==> config.mk <==
export PLATFORM = sky130hd
export DESIGN_NAME = string_to_unsigned_integer
export DESIGN_NICKNAME = d
export VERILOG_FILES = /design/src/rtl/s2u_pkg.sv /design/src/rtl/s2u_step.sv /design/src/rtl/string_to_unsigned_integer.sv
export VERILOG_INCLUDE_DIRS = /design/src /design/src/rtl
export SDC_FILE = /design/constraint.sdc
export NUM_CORES = 1
export LEC_CHECK = 0
export BUFFER_PORTS_ARGS = -buffer_cell sky130_fd_sc_hd__buf_4
export CAP_MARGIN = 20
export CORE_MARGIN = 3
export CORE_UTILIZATION = 51
export CTS_BUF_LIST = sky130_fd_sc_hd__clkbuf_16
export DETAILED_ROUTE_END_ITERATION = 8
export PLACE_DENSITY = 0.65
export SETUP_SLACK_MARGIN = 0.1
export SLEW_MARGIN = 20
export SYNTH_ARGS = -nofsm -noshare
export SYNTH_HDL_FRONTEND = slang
export SYNTH_SLANG_ARGS = --single-unit
==> constraint.sdc <==
create_clock -name clk -period 7.98 [get_ports clk]
set_input_delay 0.399 -clock clk [delete_from_list [all_inputs] [get_ports clk]]
set_output_delay 0.399 -clock clk [all_outputs]
set_load 0.02 [all_outputs]
==> src/rtl/string_to_unsigned_integer_macros.svh <==
// Assertion macros for the string parser.
// Needs clk and arst_n in the scope that uses them.
`ifndef STRING_TO_UNSIGNED_INTEGER_MACROS_SVH
`define STRING_TO_UNSIGNED_INTEGER_MACROS_SVH

// same-cycle implication
`define S2U_ASSERT_NOW(label, ante, cons) \
	label: assert property (@(posedge clk) disable iff (!arst_n) (ante) |-> (cons)) \
		else $error("parser check failed");

// next-cycle implication
`define S2U_ASSERT_NEXT(label, ante, cons) \
	label: assert property (@(posedge clk) disable iff (!arst_n) (ante) |=> (cons)) \
		else $error("parser check failed");

`endif

==> src/rtl/s2u_pkg.sv <==
// Shared types and constants for the string to unsigned integer parser.
// No dependencies.
`timescale 1ns / 1ps

package s2u_pkg;

	localparam int VALUE_BITS  = 32;
	localparam int OFFSET_BITS = 16;
	localparam int BASE_BITS   = 5;
	localparam int PROD_BITS   = VALUE_BITS + BASE_BITS;

	localparam logic [7:0] CH_NUL   = 8'h00;
	localparam logic [7:0] CH_TAB   = 8'h09;
	localparam logic [7:0] CH_LF    = 8'h0A;
	localparam logic [7:0] CH_VT    = 8'h0B;
	localparam logic [7:0] CH_FF    = 8'h0C;
	localparam logic [7:0] CH_CR    = 8'h0D;
	localparam logic [7:0] CH_SPACE = 8'h20;
	localparam logic [7:0] CH_PLUS  = 8'h2B;
	localparam logic [7:0] CH_MINUS = 8'h2D;
	localparam logic [7:0] CH_ZERO  = 8'h30;
	localparam logic [7:0] CH_NINE  = 8'h39;
	localparam logic [7:0] CH_UA    = 8'h41;
	localparam logic [7:0] CH_UF    = 8'h46;
	localparam logic [7:0] CH_UX    = 8'h58;
	localparam logic [7:0] CH_LA    = 8'h61;
	localparam logic [7:0] CH_LF_LO = 8'h66;
	localparam logic [7:0] CH_LX    = 8'h78;

	localparam logic [BASE_BITS-1:0] BASE_AUTO = BASE_BITS'(0);
	localparam logic [BASE_BITS-1:0] BASE_OCT  = BASE_BITS'(8);
	localparam logic [BASE_BITS-1:0] BASE_DEC  = BASE_BITS'(10);
	localparam logic [BASE_BITS-1:0] BASE_HEX  = BASE_BITS'(16);

	typedef enum logic [2:0] {
		PH_IDLE,
		PH_LEAD,
		PH_SIGNED,
		PH_ZERO,
		PH_HEXPFX,
		PH_DIGITS,
		PH_DONE
	} phase_t;

	typedef struct packed {
		phase_t                 phase;
		logic [VALUE_BITS-1:0]  acc;
		logic                   neg;
		logic [BASE_BITS-1:0]   base;
		logic [OFFSET_BITS-1:0] offset;
	} parse_state_t;

	typedef struct packed {
		logic                   valid;
		logic [VALUE_BITS-1:0]  value;
		logic [OFFSET_BITS-1:0] offset;
	} parse_result_t;

endpackage

==> src/rtl/s2u_step.sv <==
// One character step of the parser: next parse state and end-of-string result.
// Pure combinational; uses s2u_pkg.
`timescale 1ns / 1ps

module s2u_step
	import s2u_pkg::*;
(
	input  logic [7:0]           char_code,
	input  logic                 string_start,
	input  logic [BASE_BITS-1:0] radix,
	input  parse_state_t         cur_state,
	output parse_state_t         nxt_state,
	output parse_result_t        result
);

	parse_state_t           st;
	logic                   is_ws;
	logic                   is_sign;
	logic                   is_x;
	logic                   is_dec;
	logic                   is_hexl;
	logic                   dhit;
	logic [3:0]             dval;
	logic                   sig_path;
	logic                   zero_lead;
	logic                   take_digit;
	logic                   converted;
	logic [BASE_BITS-1:0]   base_use;
	logic [PROD_BITS-1:0]   prod;
	logic [OFFSET_BITS-1:0] off_inc;
	logic [VALUE_BITS-1:0]  fin_val;

	always_comb begin
		// a start beat restarts from a fresh state
		st = cur_state;
		if (string_start) begin
			st.phase  = PH_LEAD;
			st.acc    = '0;
			st.neg    = 1'b0;
			st.base   = radix;
			st.offset = '0;
		end

		is_ws   = (char_code == CH_SPACE) || (char_code == CH_TAB) || (char_code == CH_LF) ||
			(char_code == CH_CR) || (char_code == CH_FF) || (char_code == CH_VT);
		is_sign = (char_code == CH_PLUS) || (char_code == CH_MINUS);
		is_x    = (char_code == CH_LX) || (char_code == CH_UX);
		is_dec  = (char_code >= CH_ZERO) && (char_code <= CH_NINE);
		is_hexl = ((char_code >= CH_LA) && (char_code <= CH_LF_LO)) ||
			((char_code >= CH_UA) && (char_code <= CH_UF));
		dhit    = is_dec || is_hexl;
		// letters a..f / A..F have low nibble 1..6
		dval    = is_dec ? char_code[3:0] : char_code[3:0] + 4'd9;

		sig_path  = ((st.phase == PH_LEAD) && !is_ws && !is_sign) || (st.phase == PH_SIGNED);
		zero_lead = (char_code == CH_ZERO) && ((st.base == BASE_AUTO) || (st.base == BASE_HEX));
		base_use  = (sig_path && (st.base == BASE_AUTO)) ? BASE_DEC : st.base;

		take_digit = (sig_path && !zero_lead) || ((st.phase == PH_ZERO) && !is_x) ||
			(st.phase == PH_HEXPFX) || (st.phase == PH_DIGITS);

		prod    = st.acc * PROD_BITS'(base_use);
		off_inc = (st.offset == {OFFSET_BITS{1'b1}}) ? st.offset : st.offset + 1'b1;

		converted = (st.phase == PH_ZERO) || (st.phase == PH_DIGITS);
		fin_val   = converted ? st.acc : '0;
		if (st.neg) begin
			fin_val = '0 - fin_val;
		end

		nxt_state     = st;
		result.valid  = 1'b0;
		result.value  = fin_val;
		result.offset = converted ? st.offset : '0;

		if (st.phase == PH_LEAD && is_ws) begin
			nxt_state.offset = off_inc;
		end else if (st.phase == PH_LEAD && is_sign) begin
			nxt_state.neg    = (char_code == CH_MINUS);
			nxt_state.offset = off_inc;
			nxt_state.phase  = PH_SIGNED;
		end else if (sig_path && zero_lead) begin
			nxt_state.base   = (st.base == BASE_AUTO) ? BASE_OCT : st.base;
			nxt_state.offset = off_inc;
			nxt_state.phase  = PH_ZERO;
		end else if (st.phase == PH_ZERO && is_x) begin
			nxt_state.base   = BASE_HEX;
			nxt_state.offset = off_inc;
			nxt_state.phase  = PH_HEXPFX;
		end else if (take_digit) begin
			nxt_state.base = base_use;
			if (dhit && ({1'b0, dval} < base_use)) begin
				nxt_state.acc    = VALUE_BITS'(prod) + VALUE_BITS'(dval);
				nxt_state.offset = off_inc;
				nxt_state.phase  = PH_DIGITS;
			end else begin
				// NUL or any rejected character ends the string
				nxt_state.phase = PH_DONE;
				result.valid    = 1'b1;
			end
		end
	end

endmodule

==> src/rtl/string_to_unsigned_integer.sv <==
// Streaming strtoul-style parser: one character beat in, a result per ended string.
// Both the input beat and its result are registered. Throughput: one character per
// cycle; the input stage stalls only when it must end a string while a result beat
// still waits in the output register. Reset (arst_n low, async) returns the parser
// to idle with a cleared state; stray characters before a string start are ignored.
// Uses s2u_pkg, s2u_step and string_to_unsigned_integer_macros.svh.
`timescale 1ns / 1ps
`include "string_to_unsigned_integer_macros.svh"

module string_to_unsigned_integer
	import s2u_pkg::*;
(
	input  logic                   clk,
	input  logic                   arst_n,
	input  logic                   in_valid,
	output logic                   in_ready,
	input  logic [7:0]             char_code,
	input  logic                   string_start,
	input  logic [BASE_BITS-1:0]   radix,
	output logic                   out_valid,
	input  logic                   out_ready,
	output logic [VALUE_BITS-1:0]  parsed_value,
	output logic [OFFSET_BITS-1:0] end_offset
);

	logic                   valid_s1;
	logic [7:0]             char_s1;
	logic                   start_s1;
	logic [BASE_BITS-1:0]   radix_s1;
	parse_state_t           state_q;
	parse_state_t           step_state;
	parse_result_t          step_res;
	logic                   out_valid_q;
	logic [VALUE_BITS-1:0]  value_q;
	logic [OFFSET_BITS-1:0] offset_q;
	logic                   out_free;
	logic                   fire_s1;

	assign out_free = !out_valid_q || out_ready;
	assign fire_s1  = valid_s1 && (!step_res.valid || out_free);
	assign in_ready = !valid_s1 || fire_s1;

	s2u_step u_step (
		.char_code    (char_s1),
		.string_start (start_s1),
		.radix        (radix_s1),
		.cur_state    (state_q),
		.nxt_state    (step_state),
		.result       (step_res)
	);

	// input stage
	always_ff @(posedge clk or negedge arst_n) begin
		if (!arst_n) begin
			valid_s1 <= 1'b0;
		end else if (in_ready) begin
			valid_s1 <= in_valid;
		end
	end

	always_ff @(posedge clk) begin
		if (in_ready && in_valid) begin
			char_s1  <= char_code;
			start_s1 <= string_start;
			radix_s1 <= radix;
		end
	end

	// parse state advances once per consumed beat
	always_ff @(posedge clk or negedge arst_n) begin
		if (!arst_n) begin
			state_q <= '{phase: PH_IDLE, acc: '0, neg: 1'b0, base: '0, offset: '0};
		end else if (fire_s1) begin
			state_q <= step_state;
		end
	end

	// result register
	always_ff @(posedge clk or negedge arst_n) begin
		if (!arst_n) begin
			out_valid_q <= 1'b0;
		end else if (fire_s1 && step_res.valid) begin
			out_valid_q <= 1'b1;
		end else if (out_ready) begin
			out_valid_q <= 1'b0;
		end
	end

	always_ff @(posedge clk) begin
		if (fire_s1 && step_res.valid) begin
			value_q  <= step_res.value;
			offset_q <= step_res.offset;
		end
	end

	assign out_valid    = out_valid_q;
	assign parsed_value = value_q;
	assign end_offset   = offset_q;

	`S2U_ASSERT_NOW(a_stall_cause, valid_s1 && !fire_s1, step_res.valid && out_valid_q && !out_ready)
	`S2U_ASSERT_NEXT(a_result_loads, fire_s1 && step_res.valid, out_valid)
	`S2U_ASSERT_NEXT(a_done_after_end, fire_s1 && step_res.valid, state_q.phase == PH_DONE)
	`S2U_ASSERT_NOW(a_value_needs_offset, out_valid && (parsed_value != '0), end_offset != '0)

endmodule

==> qor.yml, run 1 <==
floorplan:
  die_h_um: 157
  rows: 54
  io_pins: 68
  dieArea_um2: 24700
  coreArea_um2: 22200
  start_util: 0.526
  die_width_um: 157
power_and_ir_drop:
  switching_share: 0.346
  p_int_mw: 1.39
  power_density_nw_per_um2: 164
  p_seq_frac: 0.391
  pwr-share-clk: 0.366
  power_switching_uw: 732
  max-vdd-ir-drop_v: 0.000133
  combPwrFrac: 0.243
  finalPower_mw: 2.12
  cellLeakagePower_nw: 5.82
synth:
  yosys-top-cells-area: "edfxtp_1 (16%), fa_1 (15%), dfrtp_1 (13%)"
  ys.flop_type: "edfxtp_1"
  ys_seq_area_frac: 0.286
  yosysUniqueCellTypes: 90
  yosysWarnings: 0
  yosys.area.top_type: "edfxtp_1"
  avgSynthCellArea_um2: 9.01
  synth_top_cell_area_share: 0.160
  synth_async_sr_flop_share: 0.488
  synth_fp_nets: 1469
  synth_edf_count: 62
  synth-seq-cells: 121
  syn-instance-count: 1293
  syn-cell-area_um2: 11700
finish:
  design_area_um2: 12900
  nFillCells: 2010
  final_common_cell: "inv_1"
  synthToLayoutAreaGrowth_pct: 10.6
  antenna_cells: 0
  layout-drive-gt1-share: 0.113
  final_nets: 1498
  final_cell_mix: "inv_1 (172), and2_1 (138), nand2_1 (105)"
clocking:
  cts_resized: 0
  cts.clk_slew.worst_paths_ns: 0.06
  cts_buffers: 17
  cts_tree: "done"
  ctsHoldBuffers: 0
  cts-root-buf: "clkbuf_16"
  clk_latency_ns: 0.43
  htree_num_levels: 4
  cts_sinks: 121
  clockBufferDepth: 2
  cts_setup_buffers: 0
route:
  post_drt_via_cell_ratio: 5.66
  drtAntennaViolNets: 0
  detail_route.wl_per_cell_um: 17.6
  drc: 0
  routed_wl_mm: 28.4
  dr_total_vias: 9135
  first_iter_violations: 595
  drt-pass1-iter-count: 6
grt:
  busiest_layer: "met2"
  grt_max_degree: 60
  antenna_found_initial: 0
  track_usage: 0.239
  grt_pass1_vias: 9051
  use_met3: 0.0440
  grt_overflow: 0
  grt_use_met1: 0.336
  grt_pass1_wl_mm: 46.9
  grt_use_met2: 0.391
placement:
  pre_cts_slack_ns: 1.29
  dpl_cell_area_um2: 12300
  gp_congestion: 0.897
  portBuffers: 67
  hpwl_mm: 20.7
worst_setup_path:
  worstRegToRegCells: 26
  r2r_slack_ns: 1.22
  path_max_fanout: 18
  worstSetupPathType: "reg2reg"
  crit_path_end_kind: "flop"
  arrival_ns: 7.01
  rr_startpoint: "char_s1[0]"
  r2r-end: "state_q[51]"
  start_kind: "flop"
  worstPathRequired_ns: 8.23
sta:
  worstMarginPinSlew_ns: 0.979
  fmax_mhz: 148
  slew_violations: 0
  setup_viol: 0
  setup_tns_ns: 0
  hold_viol_final: 0
  relSlewSlack: 0.345
  fin_crit_sh: 0.847
  finClkSkew_ns: 0.0141
  finalWorstSetupSlack_ns: 1.22
  rsz0062_at_grt: "false"
  min_period_ns: 6.76
job:
  max-cap-violations: 0
status:
  outcome: "finished, final reports clean"
hold_path:
  hp-class: "in2async"
==> stage by stage <==
stage	instances	utilization	hold WS, ns
after floorplan	1293	-	0.103
after global placement	1583	0.555	0.490
after detailed placement	1583	0.555	0.496
after CTS	1615	0.581	0.109
after global routing	1615	0.582	0.132
final	1615	0.582	0.0851
==> registers in the layout, summed over array words and instances (netlist names) <==
register      count
parsed_value     32
state_q          57
end_offset       16
valid_s1          1
start_s1          1
out_valid         1
radix_s1          5
char_s1           8
==> synth_stat cells, types with 3 or more instances <==
cell	instances
a211oi_1	9
a21o_1	23
a21oi_1	54
a22o_1	7
a31oi_1	7
a32o_1	3
and2_1	138
and3_1	8
buf_1	5
buf_2	9
buf_6	4
clkbuf_1	47
dfrtp_1	59
edfxtp_1	62
fa_1	86
ha_1	72
inv_1	171
mux2_2	4
mux2i_1	3
nand2_1	105
nand2b_1	6
nand3_1	27
nor2_1	88
nor2_2	4
nor2b_1	16
nor3_1	23
nor3_2	5
nor3b_1	3
nor4_1	7
nor4_2	3
o211ai_1	3
o21a_1	7
o21ai_0	59
o21ai_1	12
o21bai_1	3
o22ai_1	3
o31ai_1	19
o41ai_1	6
or3_1	4
xnor2_1	33
xor2_1	25
==> worst max path at each step <==
stage	startpoint	end	depth (start not counted)
after global placement	char_s1[0]	state_q[50]	26
final	char_s1[0]	state_q[51]	26
after floorplan	char_s1[0]	state_q[51]	26
after CTS	char_s1[0]	state_q[51]	26
after global routing	char_s1[0]	state_q[51]	26
after detailed placement	char_s1[0]	state_q[51]	26
==> logic make-up (layout without fill, tap and decap cells) <==
| family | Yosys count | after routing | synth area share |
|---|---|---|---|
| fa+ha+maj | 158 | 158 | 0.225 |
| simple gates | 458 | 458 | 0.208 |
| xor+xnor | 58 | 58 | 0.0436 |
| buf+inv | 240 | 282 | 0.0813 |
| flops | 121 | 121 | 0.286 |
| mux | 7 | 7 | 0.00644 |
| compound gates | 251 | 251 | 0.149 |
==> critical path: stages (launching register included) <==
cell	delay [ns]
edfxtp_1	0.50
inv_1	0.17
ha_1	0.24
o21bai_4	0.09
a311oi_4	0.34
nor4_2	0.10
nor2_1	0.26
nor2_2	0.11
nor2_1	0.15
nor2_1	0.05
buf_4	0.23
and2_1	0.19
fa_1	0.48
fa_1	0.55
inv_1	0.06
fa_1	0.53
inv_1	0.04
ha_1	0.37
a21o_1	0.19
a21o_1	0.18
a2111oi_2	0.35
nor3_1	0.15
o41ai_2	0.46
o21bai_1	0.23
a221oi_2	0.28
xor2_1	0.15
o21ai_0	0.09
==> per-layer routing <==
metal | part of all wire | wire length, um
met1 | 0.46 | 13000
met2 | 0.47 | 13300
met3 | 0.063 | 1800
met4 | 0.0093 | 265
met5 | 0 | 0
==> power by group through the flow <==
stage | logic [mW] | registers (mW) | clock network (mW)
6_report | 0.513 | 0.828 | 0.775
5_1_grt | 0.565 | 0.839 | 0.812
4_1_cts | 0.517 | 0.827 | 0.785
3_5_place_dp | 0.514 | 0.839 | 0
3_3_place_gp | 0.508 | 0.837 | 0
2_1_floorplan | 0.302 | 0.856 | 0
==> layout make-up <==
type | count | area [um^2] | area share
Clock buffer | 17 | 425 | 0.0330
Clock inverter | 15 | 151 | 0.0117
Inverter | 173 | 649 | 0.0504
Multi-Input combinational cell | 932 | 7400 | 0.574
Sequential cell | 121 | 3340 | 0.259
Tap cell | 280 | 350 | 0.0272
Timing Repair Buffer | 77 | 578 | 0.0449
Note: power is estimated with default switching activity, not from simulation.
==> run 2: changes to the inputs <==
- PLACE_DENSITY: 0.65 -> 0.67
- clock period: 7.98 -> 6 ns (I/O delays scaled with it)
==> run 2 against run 1 <==
Effect of this change: final cell count increased by 8.2%; critical path depth fell by 3; the run now ends with negative hold slack left; highest routed layer unchanged; power up 40%.
==> qor.yml, run 2 (synthesis results as in run 1) <==
worst_setup_path:
  start_kind: "flop"  # unchanged
  worstPathRequired_ns: 6.30  # was 8.23 ns
  crit_cells: 23  # was 26
  worstSetupPathType: "reg2reg"  # unchanged
  cp_slowest_cell: "fa_1"  # unchanged
  arrival_ns: 6.17  # was 7.01 ns
  slowest_delay_ns: 0.54  # was 0.55 ns
  crit_path_end_kind: "flop"  # unchanged
  path_max_fanout: 8  # was 18
  critPathTopFamily: "compound AO/OA/AOI/OAI gates"  # unchanged
  path_cells: "inv_2 > nand2_1 > o32ai_1 > nor2_2 > nor2_4 > nor2_4 > nor2_4 > buf_12 > nand2_1 > fa_1 > fa_1 > fa_1 > inv_1 > ha_4 > a21oi_2 > o21ai_2 > a2111o_1 > a31oi_4 > or2_4 > a21oi_2 > o211a_1 > or3_1 > a32o_1"
  cp.buffers_inverters: 3  # was 4
  worstRegToRegCells: 23  # was 26
finish:
  synthToLayoutAreaGrowth_pct: 24.1  # was 10.6%
  design_area_um2: 14500  # was 12,900 um^2
  largest_reg_flops: 57  # unchanged
  layout-drive-gt1-share: 0.258  # was 0.113
  top_register: "state_q"  # unchanged
  final_common_cell: "buf_4"  # was inv_1
  final_cell_mix: "buf_4 (199), inv_1 (157), and2_1 (133)"  # was inv_1 (172), and2_1 (138), nand2_1 (105)
  antenna_cells: 0  # unchanged
  final_nets: 1630  # was 1,498
  fin_cells: 1747  # was 1,615
placement:
  dp_cells: 1664  # was 1,583
  portBuffers: 67  # unchanged
  pre_cts_slack_ns: -0.0667  # was 1.29 ns
  hpwl_mm: 21.4  # was 20.7 mm
  dpl_cell_area_um2: 13000  # was 12,300 um^2
  gp_congestion: 0.875  # was 0.897
sta:
  worstMarginPinSlew_ns: 0.895  # was 0.979 ns
  rsz0062_at_grt: "true"  # was false
  fmax_mhz: 170  # was 148 MHz
  fin_crit_sh: 0.978  # was 0.847
  setup_viol: 0  # unchanged
  finClkSkew_ns: 0.0141  # about the same
  fin_hold_ws_ns: -0.0110  # was 0.0851 ns
  hold_viol_final: 8  # was 0
  slew_violations: 0  # unchanged
  min_period_ns: 5.87  # was 6.76 ns
  finalWorstSetupSlack_ns: 0.130  # was 1.22 ns
  relSlewSlack: 0.402  # was 0.345
status:
  outcome: "finished, violations left"  # was finished, final reports clean
  violations: "negative hold slack"
clocking:
  cts_tree: "done"  # unchanged
  cts_buffers: 17  # unchanged
  htree_num_levels: 4  # unchanged
  clockBufferDepth: 2  # unchanged
  cts_sinks: 121  # unchanged
  cts.clk_slew.worst_paths_ns: 0.07  # was 0.06 ns
  ctsHoldBuffers: 0  # unchanged
  cts-root-buf: "clkbuf_16"  # unchanged
  clk_latency_ns: 0.43  # about the same
route:
  routed_wl_mm: 30.5  # was 28.4 mm
  detail_route.wl_per_cell_um: 17.4  # was 17.6 um
  post_drt_via_cell_ratio: 5.63  # was 5.66
  drc: 0  # unchanged
  dr_total_vias: 9831  # was 9,135
  drtAntennaViolNets: 0  # unchanged
  drt-pass1-iter-count: 5  # was 6
  first_iter_violations: 697  # was 595
grt:
  antenna_found_initial: 0  # unchanged
  grt_overflow: 0  # unchanged
  track_usage: 0.250  # was 0.239
  grt_pass1_wl_mm: 49.3  # was 46.9 mm
  grt_pass1_vias: 9792  # was 9,051
  grt_max_degree: 60  # unchanged
power_and_ir_drop:
  max-vdd-ir-drop_v: 0.000162  # was 0.000133 V
  finalPower_mw: 2.95  # was 2.12 mW
  cellLeakagePower_nw: 6.48  # was 5.82 nW
  power_density_nw_per_um2: 204  # was 164 nW/um^2
floorplan:
  die_h_um: 157  # unchanged
  io_pins: 68  # unchanged
  die_width_um: 157  # unchanged
  dieArea_um2: 24700  # unchanged
  coreArea_um2: 22200  # unchanged
  rows: 54  # unchanged
  start_util: 0.526  # unchanged
job:
  max-cap-violations: 0  # unchanged
hold_path:
  hp-class: "in2async"  # unchanged
==> run 2: power by group <==
group          internal [mW]  switching [mW]
registers              0.998          0.0710
logic                  0.340           0.538
clock network          0.578           0.430
total                   1.92            1.04
==> run 2: per-layer routing <==
layer,up-vias,track usage,wire [um],share of wire
met1,4808,0.354,14000,0.46
met5,-,0,0,0
met2,328,0.403,14200,0.47
met3,59,0.0341,1530,0.050
met4,0,0.0785,714,0.023
li1,4636,-,-,-
==> run 2: path summary, 6_finish.rpt <==
path                                to         start  slack [ns]
setup / recovery           state_q[50]      start_s1        0.13
setup reg to reg           state_q[50]      start_s1        0.13
max in group asynchronous  state_q[50]        arst_n        5.45
hold reg to reg            state_q[19]   state_q[19]        0.54
min in group clk              start_s1  string_start        0.04
hold / removal              state_q[2]        arst_n       -0.01
==> run 2: repair_timing <==
item                       in CTS  in global routing
buffers inserted               36                 15
resized for setup              19                 95
pin swaps                      24                 80
setup endpoints to repair      11                 34
gates cloned                    1                  0
==> run 2: stage by stage <==
stage,utilization,TNS [ns]
6_report,0.653,0
5_1_grt,0.653,-0.202
4_1_cts,0.629,0
3_5_place_dp,0.587,-0.127
3_3_place_gp,0.587,0
2_1_floorplan,-,0
==> run 2: area by class of cell <==
cell class                 count  area, um^2
fill                        1771        7700
clock inverter                15         141
inverter                     173         649
clock buffer                  17         425
multi-input combinational    932        7910
tap                          280         350
sequential                   121        3340
timing repair buffer         209        1650
==> run 3: changes to the inputs <==
--- a/config.mk
+++ b/config.mk
@@ -9,3 +9,3 @@
 export BUFFER_PORTS_ARGS = -buffer_cell sky130_fd_sc_hd__buf_4
-export CAP_MARGIN = 20
+export CAP_MARGIN = 40
 export CORE_MARGIN = 3
--- a/constraint.sdc
+++ b/constraint.sdc
@@ -3,2 +3,2 @@
 set_output_delay 0.3 -clock clk [all_outputs]
-set_load 0.02 [all_outputs]
+set_load 0.005 [all_outputs]
==> run 3 against run 2 <==
Effect of this change: the run now ends clean; via count rose by 0.14%; die area did not move; non-clock buffer count increased by 10; clock skew fell by 0.0036 ns; utilization increased by 0.91 points; combinational power fell by 6.3%; flip-flop and latch count unchanged; worst hold slack improved by 0.054 ns; final cell count increased by 0.57%; design area is 1.4% higher; worst setup slack worse by 0.056 ns; critical path depth is 3 higher; critical endpoint unchanged.
==> qor.yml, run 3 (synthesis results as in run 1) <==
route:
  drt-pass1-iter-count: 5  # unchanged
  dr_total_vias: 9845  # was 9,831
  drc: 0  # unchanged
  routed_wl_mm: 31.0  # was 30.5 mm
  detail_route.wl_per_cell_um: 17.6  # was 17.4 um
  post_drt_via_cell_ratio: 5.60  # was 5.63
  drtAntennaViolNets: 0  # unchanged
  first_iter_violations: 680  # was 697
sta:
  hold_viol_final: 0  # was 8
  slew_violations: 0  # unchanged
  min_period_ns: 5.93  # was 5.87 ns
  setup_viol: 0  # unchanged
  worstMarginPinSlew_ns: 0.790  # was 0.895 ns
  fmax_mhz: 169  # was 170 MHz
  rsz0062_at_grt: "true"  # unchanged
  relSlewSlack: 0.471  # was 0.402
  fin_crit_sh: 0.988  # was 0.978
  finClkSkew_ns: 0.0105  # was 0.0141 ns
  fin_hold_ws_ns: 0.0429  # was -0.0110 ns
  setup_tns_ns: 0  # unchanged
clocking:
  cts_buffers: 17  # unchanged
  htree_num_levels: 4  # unchanged
  clk_latency_ns: 0.43  # about the same
  clockBufferDepth: 2  # unchanged
  cts_sinks: 121  # unchanged
  cts.clk_slew.worst_paths_ns: 0.07  # about the same
  cts_tree: "done"  # unchanged
  cts-root-buf: "clkbuf_16"  # unchanged
worst_setup_path:
  crit_path_end_kind: "flop"  # unchanged
  start_kind: "flop"  # unchanged
  worstSetupPathType: "reg2reg"  # unchanged
  rr_startpoint: "char_s1[0]"  # was start_s1
  path_max_fanout: 5  # was 8
  cp-startpoint: "char_s1[0]"  # was start_s1
  worstPathRequired_ns: 6.31  # was 6.30 ns
  slowest_delay_ns: 0.55  # was 0.54 ns
  cp_slowest_cell: "fa_1"  # unchanged
  arrival_ns: 6.24  # was 6.17 ns
status:
  outcome: "finished, final reports clean"  # was finished, violations left
grt:
  grt_overflow: 0  # unchanged
  grt_pass1_vias: 9714  # was 9,792
  grt_max_degree: 60  # unchanged
  grt_pass1_wl_mm: 49.2  # was 49.3 mm
  grt_use_met2: 0.402  # was 0.403
  busiest_layer: "met2"  # unchanged
  grt_use_met1: 0.350  # was 0.354
  use_met3: 0.0327  # was 0.0341
  track_usage: 0.250  # about the same
  antenna_found_initial: 0  # unchanged
floorplan:
  io_pins: 68  # unchanged
  die_h_um: 157  # unchanged
  coreArea_um2: 22200  # unchanged
  start_util: 0.526  # unchanged
  die_width_um: 157  # unchanged
  dieArea_um2: 24700  # unchanged
  rows: 54  # unchanged
power_and_ir_drop:
  finalPower_mw: 2.94  # was 2.95 mW
  max-vdd-ir-drop_v: 0.000183  # was 0.000162 V
  cellLeakagePower_nw: 6.60  # was 6.48 nW
  power_density_nw_per_um2: 201  # was 204 nW/um^2
placement:
  hpwl_mm: 21.4  # about the same
  dp_cells: 1665  # was 1,664
  gp_congestion: 0.875  # unchanged
  portBuffers: 67  # unchanged
finish:
  final_cell_mix: "buf_4 (200), inv_1 (155), and2_1 (131)"  # was buf_4 (199), inv_1 (157), and2_1 (133)
  final_common_cell: "buf_4"  # unchanged
  top_register: "state_q"  # unchanged
  fin_cells: 1757  # was 1,747
  post-route-util: 0.662  # was 0.653
  nFillCells: 1759  # was 1,771
  final_nets: 1640  # was 1,630
  largest_reg_flops: 57  # unchanged
  register_area_um2: 3340  # unchanged
  synthToLayoutAreaGrowth_pct: 25.8  # was 24.1%
  antenna_cells: 0  # unchanged
  multiInputGateArea_um2: 7970  # was 7910 um^2
  layout-drive-gt1-share: 0.263  # was 0.258
hold_path:
  hp-start: "char_code[5]"
  hp-class: "in2reg"  # was in2async
job:
  max-cap-violations: 0  # unchanged
## run 3: cell types whose count changed in the layout (fill, tap and decap cells not counted), sizes merged
cell / previous run / this run
dlygate4sd3: 0 / 1
buf: 209 / 218
bufinv: 1 / 2
clkinvlp: 3 / 2
## run 3: critical path, delay by kind of cell (launching register included)
family                     cells  cell delay (ns)
buffers and inverters          5             0.48
muxes                          1             0.16
DFF                            1             0.44
and+or+nand+nor                9             1.49
adders and majority gates      5             1.95
AOI/OAI and AO/OA              6             1.28
## run 3: routing by layer
metal | vias to the layer above | part of all wire
met5 | - | 0
met4 | 0 | 0.022
met3 | 59 | 0.053
met2 | 326 | 0.48
met1 | 4800 | 0.45
li1 | 4660 | -
## run 3: through the flow
stage	instance area [um^2]	setup WS [ns]
after floorplan	11800	0.0735
after global placement	13000	0.0816
after detailed placement	13000	-0.0725
after CTS	14200	0.0419
after global routing	14700	-0.147
final	14700	0.0745
## run 3: power breakdown
part | total (mW) | internal, mW | leakage, nW | switching (mW)
Clock | 1.05 | 0.621 | 0.288 | 0.433
Combinational | 0.822 | 0.344 | 4.90 | 0.478
Sequential | 1.07 | 0.998 | 1.41 | 0.0713
## run 3: timing repair
item                                    4_1_cts  5_1_grt
gates resized for setup                      44       92
endpoints found under the hold margin         3        0
setup buffers                                44       16
endpoints found under the setup margin       10       35
gates cloned                                  1        0
pin swaps                                    52       67
hold buffers                                  1        0
## run 3: area by class of cell
type / instances / area share
Sequential cell: 121 / 0.228
Multi-Input combinational cell: 932 / 0.543
Clock buffer: 17 / 0.0290
Tap cell: 280 / 0.0239
Clock inverter: 15 / 0.0113
Timing Repair Buffer: 219 / 0.121
Inverter: 173 / 0.0443
## run 3: worst paths after layout
path	end	slack, ns	cells after the start
setup / recovery	state_q[50]	0.07	26
hold / removal	char_s1[5]	0.04	1
setup reg to reg	state_q[50]	0.07	26
hold reg to reg	state_q[17]	0.54	2
max in group asynchronous	state_q[24]	5.08	3
min in group asynchronous	state_q[2]	0.36	2
